===== config.mk =====
export PLATFORM = sky130hd
export DESIGN_NAME = date_day_offset_and_check_core
export DESIGN_NICKNAME = d
export VERILOG_FILES = /design/src/hw/rtl/ddoc_pkg.sv /design/src/hw/rtl/date_day_offset_and_check_core.sv /design/src/hw/rtl/ddoc_daynum.sv
export SDC_FILE = /design/constraint.sdc
export NUM_CORES = 1
export LEC_CHECK = 0
export BUFFER_PORTS_ARGS = -buffer_cell sky130_fd_sc_hd__clkbuf_2
export CAP_MARGIN = 5
export CORE_MARGIN = 2
export CORE_UTILIZATION = 60
export DETAILED_ROUTE_END_ITERATION = 7
export PLACE_DENSITY = 0.77
export SKIP_CTS_REPAIR_TIMING = 1
export SLEW_MARGIN = 40
export SYNTH_ARGS = -nofsm -noshare
export SYNTH_HDL_FRONTEND = slang
export SYNTH_HIERARCHICAL = 1
export SYNTH_SLANG_ARGS = --single-unit

===== constraint.sdc =====
create_clock -name aclk -period 12.3 [get_ports aclk]
set_input_delay 1.23 -clock aclk [delete_from_list [all_inputs] [get_ports aclk]]
set_output_delay 1.23 -clock aclk [all_outputs]
set_load 0.03 [all_outputs]

===== src/hw/rtl/ddoc_pkg.sv =====
// Shared types, constants and calendar tables for the date day-offset core.
package ddoc_pkg;

    // Configuration register indexes
    typedef enum logic [1:0] {
        RegOriginYear  = 2'd0,
        RegOriginMonth = 2'd1,
        RegOriginDay   = 2'd2,
        RegUnused      = 2'd3
    } cfg_reg_t;

    localparam int unsigned YearW   = 14;
    localparam int unsigned MonthW  = 4;
    localparam int unsigned DayW    = 5;
    localparam int unsigned DayNumW = 23;
    localparam int unsigned OffsetW = 23;
    localparam int unsigned CfgW    = 14;

    // floor(y / 100) == (y * Recip100) >> Recip100Shift for any 14-bit y
    localparam int unsigned Recip100      = 5243;
    localparam int unsigned Recip100Shift = 19;
    localparam int unsigned ProdW         = 27;

    localparam int signed OffsetMax = 4194303;
    localparam int signed OffsetMin = -4194304;

    typedef logic [8:0] mstart_t;

    // Days before month m in a common year; months past twelve count 31.
    localparam mstart_t MonthStart [16] = '{
        9'd0,   9'd0,   9'd31,  9'd59,  9'd90,  9'd120, 9'd151, 9'd181,
        9'd212, 9'd243, 9'd273, 9'd304, 9'd334, 9'd365, 9'd396, 9'd427
    };

    // Stage enables for the day-number pipeline
    typedef struct packed {
        logic en_a;
        logic en_b;
    } stage_en_t;

    // Length of month m; zero for codes that are not months
    function automatic logic [DayW-1:0] month_len(input logic [MonthW-1:0] m,
                                                  input logic leap);
        logic [DayW-1:0] len;
        case (m)
            4'd1, 4'd3, 4'd5, 4'd7, 4'd8, 4'd10, 4'd12: len = 5'd31;
            4'd4, 4'd6, 4'd9, 4'd11:                   len = 5'd30;
            4'd2:                                      len = leap ? 5'd29 : 5'd28;
            default:                                   len = 5'd0;
        endcase
        return len;
    endfunction

endpackage


===== src/hw/rtl/date_day_offset_and_check_core.sv =====
// Top level of the date day-offset and legality check core.
//
//  channel | dir | handshake         | payload
//  s_      | in  | s_valid/s_ready   | s_year[13:0] s_month[3:0] s_day[4:0]
//  m_      | out | m_valid/m_ready   | m_day_offset[22:0] m_is_legal m_before_origin
//  cfg_    | in  | cfg_valid/ready   | cfg_index[1:0] cfg_data[13:0]
//
//  One beat per cycle in, one per cycle out while m_ready is high; each stage is registered.
//  Stages: input reg, products ((y-1)*365, y*recip100), day number, offset + saturate.
//  Each stage has its own valid, so bubbles are squeezed out under m_ready stalls.
//  Origin day number runs in a parallel free-running copy of the day-number unit.
//  aresetn (sync, active low) clears valids and restores origin 1903-01-01.
module date_day_offset_and_check_core (
    input  logic                               aclk,
    input  logic                               aresetn,
    input  logic                               s_valid,
    output logic                               s_ready,
    input  logic [ddoc_pkg::YearW-1:0]         s_year,
    input  logic [ddoc_pkg::MonthW-1:0]        s_month,
    input  logic [ddoc_pkg::DayW-1:0]          s_day,
    output logic                               m_valid,
    input  logic                               m_ready,
    output logic signed [ddoc_pkg::OffsetW-1:0] m_day_offset,
    output logic                               m_is_legal,
    output logic                               m_before_origin,
    input  logic                               cfg_valid,
    output logic                               cfg_ready,
    input  logic [1:0]                         cfg_index,
    input  logic [ddoc_pkg::CfgW-1:0]          cfg_data
);

    logic [ddoc_pkg::YearW-1:0]  org_year_reg;
    logic [ddoc_pkg::MonthW-1:0] org_month_reg;
    logic [ddoc_pkg::DayW-1:0]   org_day_reg;

    logic v1_reg, v1_next, v2_reg, v2_next, v3_reg, v3_next, vo_reg, vo_next;
    logic rdy1, rdy2, rdy3, rdyo;

    logic [ddoc_pkg::YearW-1:0]  year1_reg;
    logic [ddoc_pkg::MonthW-1:0] month1_reg, month2_reg, month3_reg;
    logic [ddoc_pkg::DayW-1:0]   day1_reg, day2_reg, day3_reg;
    logic                        before2_reg, before3_reg;
    logic                        before1;

    logic [ddoc_pkg::DayNumW-1:0] dn_in, dn_org;
    logic                         leap_in, leap_org;
    ddoc_pkg::stage_en_t          en_in, en_org;

    logic signed [ddoc_pkg::OffsetW:0]   diff;
    logic signed [ddoc_pkg::OffsetW-1:0] offset_next, offset_reg;
    logic                                legal_next, legal_reg, before_o_reg;

    // configuration
    assign cfg_ready = 1'b1;

    always_ff @(posedge aclk) begin
        if (!aresetn) begin
            org_year_reg  <= 14'd1903;
            org_month_reg <= 4'd1;
            org_day_reg   <= 5'd1;
        end else if (cfg_valid && cfg_ready) begin
            case (ddoc_pkg::cfg_reg_t'(cfg_index))
                ddoc_pkg::RegOriginYear:  org_year_reg  <= cfg_data;
                ddoc_pkg::RegOriginMonth: org_month_reg <= cfg_data[ddoc_pkg::MonthW-1:0];
                ddoc_pkg::RegOriginDay:   org_day_reg   <= cfg_data[ddoc_pkg::DayW-1:0];
                default: ;
            endcase
        end
    end

    // pipeline flow control
    always_comb begin
        rdyo    = !vo_reg || m_ready;
        rdy3    = !v3_reg || rdyo;
        rdy2    = !v2_reg || rdy3;
        rdy1    = !v1_reg || rdy2;
        v1_next = rdy1 ? s_valid : v1_reg;
        v2_next = rdy2 ? v1_reg  : v2_reg;
        v3_next = rdy3 ? v2_reg  : v3_reg;
        vo_next = rdyo ? v3_reg  : vo_reg;
    end

    always_ff @(posedge aclk) begin
        if (!aresetn) begin
            v1_reg <= 1'b0;
            v2_reg <= 1'b0;
            v3_reg <= 1'b0;
            vo_reg <= 1'b0;
        end else begin
            v1_reg <= v1_next;
            v2_reg <= v2_next;
            v3_reg <= v3_next;
            vo_reg <= vo_next;
        end
    end

    assign s_ready = rdy1;

    // stage 1: input register
    always_ff @(posedge aclk) begin
        if (rdy1) begin
            year1_reg  <= s_year;
            month1_reg <= s_month;
            day1_reg   <= s_day;
        end
    end

    assign before1 = {year1_reg, month1_reg, day1_reg}
                   < {org_year_reg, org_month_reg, org_day_reg};

    // stages 2 and 3: side data alongside the day-number unit
    always_ff @(posedge aclk) begin
        if (rdy2) begin
            month2_reg  <= month1_reg;
            day2_reg    <= day1_reg;
            before2_reg <= before1;
        end
        if (rdy3) begin
            month3_reg  <= month2_reg;
            day3_reg    <= day2_reg;
            before3_reg <= before2_reg;
        end
    end

    assign en_in.en_a  = rdy2;
    assign en_in.en_b  = rdy3;
    assign en_org.en_a = 1'b1;
    assign en_org.en_b = 1'b1;

    ddoc_daynum u_dn_in (
        .aclk    (aclk),
        .en      (en_in),
        .year    (year1_reg),
        .month   (month1_reg),
        .day     (day1_reg),
        .day_num (dn_in),
        .leap    (leap_in)
    );

    ddoc_daynum u_dn_org (
        .aclk    (aclk),
        .en      (en_org),
        .year    (org_year_reg),
        .month   (org_month_reg),
        .day     (org_day_reg),
        .day_num (dn_org),
        .leap    (leap_org)
    );

    // stage 4: offset, saturation, legality
    always_comb begin
        diff = $signed({1'b0, dn_in}) - $signed({1'b0, dn_org});
        if (diff > (ddoc_pkg::OffsetW+1)'(ddoc_pkg::OffsetMax)) begin
            offset_next = ddoc_pkg::OffsetW'(ddoc_pkg::OffsetMax);
        end else if (diff < (ddoc_pkg::OffsetW+1)'(ddoc_pkg::OffsetMin)) begin
            offset_next = ddoc_pkg::OffsetW'(ddoc_pkg::OffsetMin);
        end else begin
            offset_next = diff[ddoc_pkg::OffsetW-1:0];
        end
        legal_next = (day3_reg != '0) && !leap_org
                   ? (day3_reg <= ddoc_pkg::month_len(month3_reg, leap_in))
                   : (day3_reg != '0) && (day3_reg <= ddoc_pkg::month_len(month3_reg, leap_in));
    end

    always_ff @(posedge aclk) begin
        if (rdyo) begin
            offset_reg   <= offset_next;
            legal_reg    <= legal_next;
            before_o_reg <= before3_reg;
        end
    end

    assign m_valid         = vo_reg;
    assign m_day_offset    = offset_reg;
    assign m_is_legal      = legal_reg;
    assign m_before_origin = before_o_reg;

endmodule


===== src/hw/rtl/ddoc_daynum.sv =====
// Two-stage day-number unit: closed-form Gregorian day count and leap flag.
module ddoc_daynum (
    input  logic                              aclk,
    input  ddoc_pkg::stage_en_t               en,
    input  logic [ddoc_pkg::YearW-1:0]        year,
    input  logic [ddoc_pkg::MonthW-1:0]       month,
    input  logic [ddoc_pkg::DayW-1:0]         day,
    output logic [ddoc_pkg::DayNumW-1:0]      day_num,
    output logic                              leap
);

    // stage a: products
    logic [ddoc_pkg::DayNumW-1:0] p365_reg, p365_next;
    logic [ddoc_pkg::ProdW-1:0]   prod_reg, prod_next;
    logic [ddoc_pkg::YearW-3:0]   pq4_reg, pq4_next;
    logic [1:0]                   ylo_reg;
    logic                         ynz_reg, ynz_next;
    logic [ddoc_pkg::MonthW-1:0]  month_a_reg;
    logic [ddoc_pkg::DayW-1:0]    day_a_reg;

    // stage b: day number
    logic [ddoc_pkg::DayNumW-1:0] day_num_reg, day_num_next;
    logic                         leap_reg, leap_next;

    logic [ddoc_pkg::YearW-1:0]   prev_year;
    logic [7:0]                   q100;
    logic                         div100;
    logic [7:0]                   qp100;
    logic [ddoc_pkg::DayNumW-1:0] years_days;
    ddoc_pkg::mstart_t            mstart;

    always_comb begin
        ynz_next  = (year != '0);
        prev_year = year - 14'd1;
        p365_next = ynz_next ? ({9'd0, prev_year} * 23'd365) : '0;
        pq4_next  = ynz_next ? prev_year[ddoc_pkg::YearW-1:2] : '0;
        prod_next = {13'd0, year} * ddoc_pkg::ProdW'(ddoc_pkg::Recip100);
    end

    always_ff @(posedge aclk) begin
        if (en.en_a) begin
            p365_reg    <= p365_next;
            prod_reg    <= prod_next;
            pq4_reg     <= pq4_next;
            ylo_reg     <= year[1:0];
            ynz_reg     <= ynz_next;
            month_a_reg <= month;
            day_a_reg   <= day;
        end
    end

    always_comb begin
        q100   = prod_reg[ddoc_pkg::ProdW-1:ddoc_pkg::Recip100Shift];
        // year divisible by 100 iff the fraction bits stay below the reciprocal
        div100 = prod_reg[ddoc_pkg::Recip100Shift-1:0]
                 < ddoc_pkg::Recip100Shift'(ddoc_pkg::Recip100);
        leap_next = ((ylo_reg == 2'd0) && !div100) || (div100 && (q100[1:0] == 2'd0));
        // (year - 1) / 100
        qp100 = ynz_reg ? (div100 ? (q100 - 8'd1) : q100) : 8'd0;
        years_days = p365_reg + ddoc_pkg::DayNumW'(pq4_reg)
                   - ddoc_pkg::DayNumW'(qp100) + ddoc_pkg::DayNumW'(qp100[7:2]);
        mstart = ddoc_pkg::MonthStart[month_a_reg];
        day_num_next = years_days + ddoc_pkg::DayNumW'(mstart)
                     + ddoc_pkg::DayNumW'((month_a_reg > 4'd2) && leap_next)
                     + ddoc_pkg::DayNumW'(day_a_reg);
    end

    always_ff @(posedge aclk) begin
        if (en.en_b) begin
            day_num_reg <= day_num_next;
            leap_reg    <= leap_next;
        end
    end

    assign day_num = day_num_reg;
    assign leap    = leap_reg;

endmodule


==> results of run 1 <==
[stage by stage]
step                      cells  util (%)
after floorplan            2983         -
after global placement     3688      63.2
after detailed placement   3688      63.3
after CTS                  3754      65.8
after global routing       3755      65.8
final                      3755      65.8
[path summary, 6_finish.rpt]
kind,endpoint,slack [ns],start
max,u_dn_in/p365_reg[20],5.78,year1_reg[4]
min,day3_reg[4],0.42,day2_reg[4]
max reg2reg,u_dn_in/p365_reg[20],5.78,year1_reg[4]
min reg2reg,day3_reg[4],0.42,day2_reg[4]
[final cells by class]
class	instances	area [µm²]
clock buffers	42	996
flip-flops and latches	288	8380
multi-input cells	2046	19700
inverters	606	2270
well taps	672	841
fillers	3956	17000
clock inverters	24	256
repair buffers	77	410
[critical path, stage by stage, from the launching register on]
cell	delay (ns)
edfxtp_1	0.60
inv_1	0.23
ha_1	0.24
nand2_1	0.06
nand2_1	0.10
a21boi_0	0.46
nand4_1	0.18
xnor2_1	0.44
inv_1	0.20
ha_1	0.35
inv_1	0.08
fa_1	0.50
inv_1	0.05
fa_1	0.47
inv_1	0.05
fa_1	0.52
inv_1	0.04
ha_1	0.34
a21oi_1	0.16
o21ai_0	0.11
a21oi_1	0.24
nor2b_1	0.08
nor3_1	0.32
a21oi_1	0.13
mux2_2	0.28
[metal layers]
| metal | global-route usage [%] | share of wire (%) |
|---|---|---|
| met5 | 0 | 0 |
| met4 | 7.90 | 2.8 |
| met3 | 3.81 | 5.2 |
| met2 | 42.6 | 47 |
| met1 | 35.3 | 45 |
==> flow_metrics.py, run 1 <==
metrics = {
    "floorplanning": {
        "start_util_pct": 60.4,
        "num_rows": 82,
        "ios": 72,
        "dieArea_um2": 52000,
        "die_h_um": 228,
        "die_w_um": 228,
        "core_um2": 49900,
    },
    "logic_synthesis": {
        "syn_area_per_cell_um2": 10.4,
        "yosysWarningCount": 6,
        "synth_cells": 2887,
        "synth_area_um2": 30100,
    },
    "worst_setup_path": {
        "cp_max_fo": 8,
        "required_ns": 12.59,
        "worstRegToRegCells": 24,
        "crit_type": "reg2reg",
        "startpoint_type": "register",
        "end_kind": "register",
        "worstPathArrival_ns": 6.80,
    },
    "layout": {
        "final_common_cell": "inv_1",
        "area_growth_syn_to_layout_pct": 8.91,
        "finalNetCount": 3882,
        "n_antenna_cell": 0,
        "mostFrequentLayoutCells": "inv_1 (604), ha_1 (508), fa_1 (275)",
        "fin_area_um2": 32800,
        "drive_gt1_share_pct": 6.10,
    },
    "sta": {
        "timing.hold.ws_ns": 0.422,
        "worstMarginPinSlew_ns": 0.803,
        "finClkSkew_ns": 0.0231,
        "fin_crit_ns": 6.52,
        "slew_violations": 0,
        "slew_headroom_pct": 46.2,
        "finalSetupViolations": 0,
        "min_period_over_period_pct": 53.0,
        "hold_viol": 0,
        "final.setup.worst_slack_ns": 5.78,
        "max_freq_mhz": 153,
        "fin_setup_tns_ns": 0,
        "rsz0062_at_grt": "no",
    },
    "drt": {
        "vias": 20700,
        "drc": 0,
        "wirelength_um": 64900,
        "ant_nets": 0,
        "firstDrtPassIters": 5,
        "drtIter0Drc": 1385,
        "wl_per_cell_um": 17.3,
        "vias_per_cell": 5.52,
    },
    "clocking": {
        "cts_tree": "done",
        "clock_latency_ns": 0.55,
        "cts_max_level": 2,
        "path_clk_slew_ns": 0.06,
        "cts.sink_count": 288,
        "cts_buffers": 36,
        "cts_buffer_depth": 3,
        "cts-root-buf": "clkbuf_16",
    },
    "run_status": {
        "outcome": "completed",
    },
    "global_routing": {
        "grtUsageTotal_pct": 25.8,
        "antenna_found_initial": 0,
        "grt_pass1_wl_um": 108000,
        "grt_max_degree": 84,
        "grt_pass1_vias": 21700,
        "grt_overflow": 0,
    },
    "placed_design": {
        "dp_hpwl_um": 54100,
        "dpl_cell_area_um2": 31500,
        "gp_congestion": 0.923,
        "io_buffers": 70,
        "dp_slack_ns": 5.83,
    },
    "min_path": {
        "worst_hold_path.num_cells": 0,
        "min_path_type": "reg2reg",
    },
    "run": {
        "max_cap_violations": 0,
    },
}
Power of run 1 is not shown: default switching activity piles up to over one toggle a cycle in this logic, so the estimate is an artifact.
==> run 2, diff against run 1 <==
==> constraint.sdc (replaced) <==
create_clock -name aclk -period 6.7 [get_ports aclk]
set_input_delay 0.67 -clock aclk [delete_from_list [all_inputs] [get_ports aclk]]
set_output_delay 0.67 -clock aclk [all_outputs]
set_load 0.03 [all_outputs]
==> run 2 against run 1 <==
  * Global-route usage decreased by 0.45 points
  * Non-clock buffer count rose by 15
  * Worst setup slack got worse by 5.4 ns
  * Sequential cell count unchanged
  * First-iteration DRC count decreased by 7.9%
  * Critical path depth is 4 lower
  * Design area hardly changed
  * Final cell count rose by 0.27%
  * Largest cell class unchanged
  * Register-to-register slack worse by 5.4 ns
  * Clock skew hardly changed
  * Routed wire length about the same
==> flow_metrics.py, run 2 (synthesized netlist as in run 1, its figures left out) <==
metrics = {
    "drt": {
        "vias_per_cell": 5.50,
        "drc": 0,
        "wl_per_cell_um": 17.2,
        "firstDrtPassIters": 7,
        "vias": 20700,
        "ant_nets": 0,
        "wirelength_um": 64900,
        "drtIter0Drc": 1276,
    },
    "global_routing": {
        "grt_pass1_wl_um": 106000,
        "grtUsageTotal_pct": 25.3,
        "grt_overflow": 0,
        "antenna_found_initial": 0,
        "grt_pass1_vias": 21100,
        "grt_max_degree": 84,
    },
    "clocking": {
        "path_clk_slew_ns": 0.06,
        "cts.sink_count": 288,
        "cts_buffers": 34,
        "clock_latency_ns": 0.54,
        "cts-root-buf": "clkbuf_16",
        "cts_buffer_depth": 3,
        "cts_tree": "done",
        "cts_max_level": 2,
    },
    "sta": {
        "slew_violations": 0,
        "fin_crit_ns": 6.33,
        "max_freq_mhz": 158,
        "rsz0062_at_grt": "no",
        "fin_setup_tns_ns": 0,
        "worstMarginPinSlew_ns": 0.833,
        "finalSetupViolations": 0,
        "slew_headroom_pct": 44.1,
        "min_period_over_period_pct": 94.4,
        "finClkSkew_ns": 0.0232,
        "hold_viol": 0,
    },
    "layout": {
        "n_antenna_cell": 0,
        "multi_input_area_um2": 19700,
        "drive_gt1_share_pct": 6.43,
        "seqCellArea_um2": 8380,
        "area_growth_syn_to_layout_pct": 8.94,
        "final_common_cell": "inv_1",
        "finalNetCount": 3895,
        "mostFrequentLayoutCells": "inv_1 (604), ha_1 (508), fa_1 (275)",
        "fillers": 3928,
    },
    "worst_setup_path": {
        "end_kind": "register",
        "r2r_start": "org_year_reg[3]",
        "cp_max_fo": 8,
        "critPathLaunch": "org_year_reg[3]",
        "required_ns": 6.94,
        "crit_type": "reg2reg",
        "worstPathArrival_ns": 6.57,
        "startpoint_type": "register",
    },
    "floorplanning": {
        "die_w_um": 228,
        "core_um2": 49900,
        "die_h_um": 228,
        "start_util_pct": 60.4,
        "dieArea_um2": 52000,
        "num_rows": 82,
        "ios": 72,
    },
    "run": {
        "max_cap_violations": 0,
    },
    "placed_design": {
        "dp_hpwl_um": 54300,
        "gp_congestion": 0.906,
        "io_buffers": 70,
    },
    "run_status": {
        "outcome": "completed",
    },
    "min_path": {
        "min_path_type": "in2reg",
        "hp-start": "s_day[3]",
    },
}
[run 2: cell count changes in the layout (fill, tap and decap cells not counted), moves of 3 or more]
cell      previous run  this run
clkinv_2             5        10
clkinv_4             6         1
buf_4                5        20
clkbuf_1             1         4
[run 2: area by class of cell]
cell class	instances	area share (%)
multi-input combinational	2046	59.9
sequential	288	25.5
inverter	606	6.93
clock buffer	42	2.87
tap	672	2.56
timing repair buffer	92	1.59
clock inverter	19	0.606
[run 2: critical path, cell delays in order, from the launching register on]
cell and delay [ns]:
dfxtp_1 0.40, inv_1 0.22, ha_1 0.19, nand2_1 0.13
a21boi_0 0.32, and2_1 0.24, nand3_1 0.11, xnor2_1 0.60
ha_1 0.36, inv_1 0.15, fa_1 0.48, fa_1 0.55
inv_1 0.06, fa_1 0.48, ha_1 0.41, a21o_1 0.22
a221oi_2 0.32, o21ai_0 0.11, o41a_1 0.43, nor3_1 0.16
nor3_1 0.08
[run 2: stage by stage]
step	setup slack (ns)	hold WS (ns)	util (%)	cells	area, µm²
after floorplan	0.953	0.400	-	2983	30500
after global placement	0.509	0.401	63.5	3703	31600
after detailed placement	0.342	0.405	63.5	3703	31700
after CTS	0.310	0.280	65.8	3764	32800
after global routing	0.00579	0.287	65.8	3765	32800
final	0.372	0.307	65.8	3765	32800
[run 2: worst paths after layout]
check | endpoint | slack, ns | cells after the start
hold / removal | day1_reg[3] | 0.31 | 1
setup / recovery | u_dn_org/p365_reg[22] | 0.37 | 20
setup reg to reg | u_dn_org/p365_reg[22] | 0.37 | 20
hold reg to reg | day3_reg[0] | 0.42 | 0
[run 2: metal layers]
layer / track usage [%] / part of all wire [%]
met4: 6.35 / 2.1
met2: 42.6 / 48
met5: 0 / 0
met3: 2.90 / 4.7
met1: 35.2 / 46
Power of run 2 is left out for the same reason.
==> run 3, diff against run 2 <==
--- a/config.mk
+++ b/config.mk
@@ -5,6 +5,7 @@
 export SDC_FILE = /design/constraint.sdc
 export NUM_CORES = 1
 export LEC_CHECK = 0
+export ABC_AREA = 1
 export BUFFER_PORTS_ARGS = -buffer_cell sky130_fd_sc_hd__clkbuf_2
 export CAP_MARGIN = 5
 export CORE_MARGIN = 2
==> run 3 against run 2 <==
  * Sequential share of layout area shrank 1.3 points
  * Final cell count rose by 24%
  * Maximum frequency rose by 13%
  * Global-route usage grew 1.5 points
  * Utilization about the same
  * Design area up 5.4%
  * Hold slack got worse by 0.045 ns
  * Routed wire length grew 9.8%
  * Non-clock buffer count down 12
  * Clock-buffer cell count grew 2
  * Die area up 5.9%
  * Critical path type unchanged
==> flow_metrics.py, run 3 <==
metrics = {
    "worst_setup_path": {
        "cpMostUsedCell": "nand2_1",
        "required_ns": 7.02,
        "worstPathArrival_ns": 5.91,
        "cp.buffers_inverters": 5,
        "startpoint_type": "register",
        "cp_num_cells": 24,
        "cp_cell_sequence": "inv_1, ha_1, nand2_1, nand2_1, nand2_1, nor2_1, nand2_1, xor2_1, ha_1, inv_1, fa_1, inv_1, fa_1, inv_1, fa_1, inv_1, ha_1, nand2_1, nor2_1, nand3_1, nand3_2, nand2_1, a21oi_1, nor2_1",
        "slowest_stage": "xor2_1",
        "end_kind": "register",
        "worstRegToRegCells": 24,
        "max_stage_delay_ns": 0.58,
        "crit_type": "reg2reg",
        "cp_max_fo": 10,
        "path_delay_family": "adder cells",
    },
    "drt": {
        "drtIter0Drc": 1432,
        "wl_per_cell_um": 15.3,
        "vias_per_cell": 5.13,
        "firstDrtPassIters": 5,
        "wirelength_um": 71200,
        "drc": 0,
        "vias": 23900,
        "ant_nets": 0,
    },
    "floorplanning": {
        "die_h_um": 235,
        "ios": 72,
        "dieArea_um2": 55100,
        "core_um2": 52600,
        "die_w_um": 235,
        "start_util_pct": 60.8,
        "num_rows": 84,
    },
    "sta": {
        "worstMarginPinSlew_ns": 0.726,
        "finClkSkew_ns": 0.0284,
        "slew_violations": 0,
        "max_freq_mhz": 179,
        "slew_headroom_pct": 51.6,
        "rsz0062_at_grt": "no",
        "fin_crit_ns": 5.59,
        "finalSetupViolations": 0,
        "fin_setup_tns_ns": 0,
        "min_period_over_period_pct": 83.4,
        "hold_viol": 0,
    },
    "logic_synthesis": {
        "synth_cells": 3748,
        "syn_area_per_cell_um2": 8.52,
        "synth_area_um2": 31900,
        "yosysWarningCount": 6,
    },
    "layout": {
        "drive_gt1_share_pct": 5.04,
        "area_growth_syn_to_layout_pct": 8.25,
        "final_common_cell": "inv_1",
        "mostFrequentLayoutCells": "inv_1 (902), nand2_1 (776), ha_1 (508)",
        "finalNetCount": 4770,
    },
    "clocking": {
        "cts_max_level": 2,
        "cts-root-buf": "clkbuf_16",
        "clock_latency_ns": 0.58,
        "cts_buffer_depth": 3,
        "cts_tree": "done",
        "cts.sink_count": 288,
        "path_clk_slew_ns": 0.07,
        "cts_buffers": 35,
    },
    "placed_design": {
        "gp_congestion": 0.948,
        "io_buffers": 70,
        "dp_hpwl_um": 60300,
    },
    "global_routing": {
        "grt_overflow": 0,
        "grt_max_degree": 44,
        "grt_pass1_vias": 24300,
        "antenna_found_initial": 1,
        "grt_pass1_wl_um": 120000,
        "grtUsageTotal_pct": 26.8,
    },
    "min_path": {
        "min_path_type": "in2reg",
        "worst_hold_path.num_cells": 1,
    },
    "run": {
        "max_cap_violations": 0,
    },
    "run_status": {
        "outcome": "completed",
    },
}
[run 3: cell type report]
type / instances / area [µm²]
clock buffers: 44 / 960
inverters: 912 / 3420
clock inverters: 19 / 146
fillers: 4437 / 18000
multi-input cells: 2626 / 20400
repair buffers: 80 / 429
diodes: 1 / 2.50
flip-flops and latches: 288 / 8380
well taps: 688 / 861
[run 3: final timing paths]
kind                                              end  slack (ns)             from
worst max-delay path            u_dn_org/p365_reg[18]        1.11  org_year_reg[0]
worst min-delay path                     year1_reg[6]        0.26        s_year[6]
worst max register to register  u_dn_org/p365_reg[18]        1.11  org_year_reg[0]
worst min register to register            day3_reg[0]        0.41      day2_reg[0]
[run 3: metrics by stage]
step	instance area (µm²)	cells	hold WS, ns	utilization, %	setup WS (ns)
CTS	34600	4656	0.235	65.8	1.10
detailed placement	33500	4593	0.405	63.7	1.18
finish	34600	4658	0.262	65.8	1.11
floorplan	32300	3844	0.400	-	1.76
global placement	33500	4593	0.401	63.7	1.32
global route	34600	4658	0.246	65.8	0.611
[run 3: layer usage]
layer,vias to the layer above,share of wire [%],GRT usage (%)
met3,110,5.3,3.67
met4,0,2.9,8.19
li1,12100,-,-
met2,574,47,45.2
met5,-,0,0
met1,11100,45,36.0
Power of run 3 is left out for the same reason.
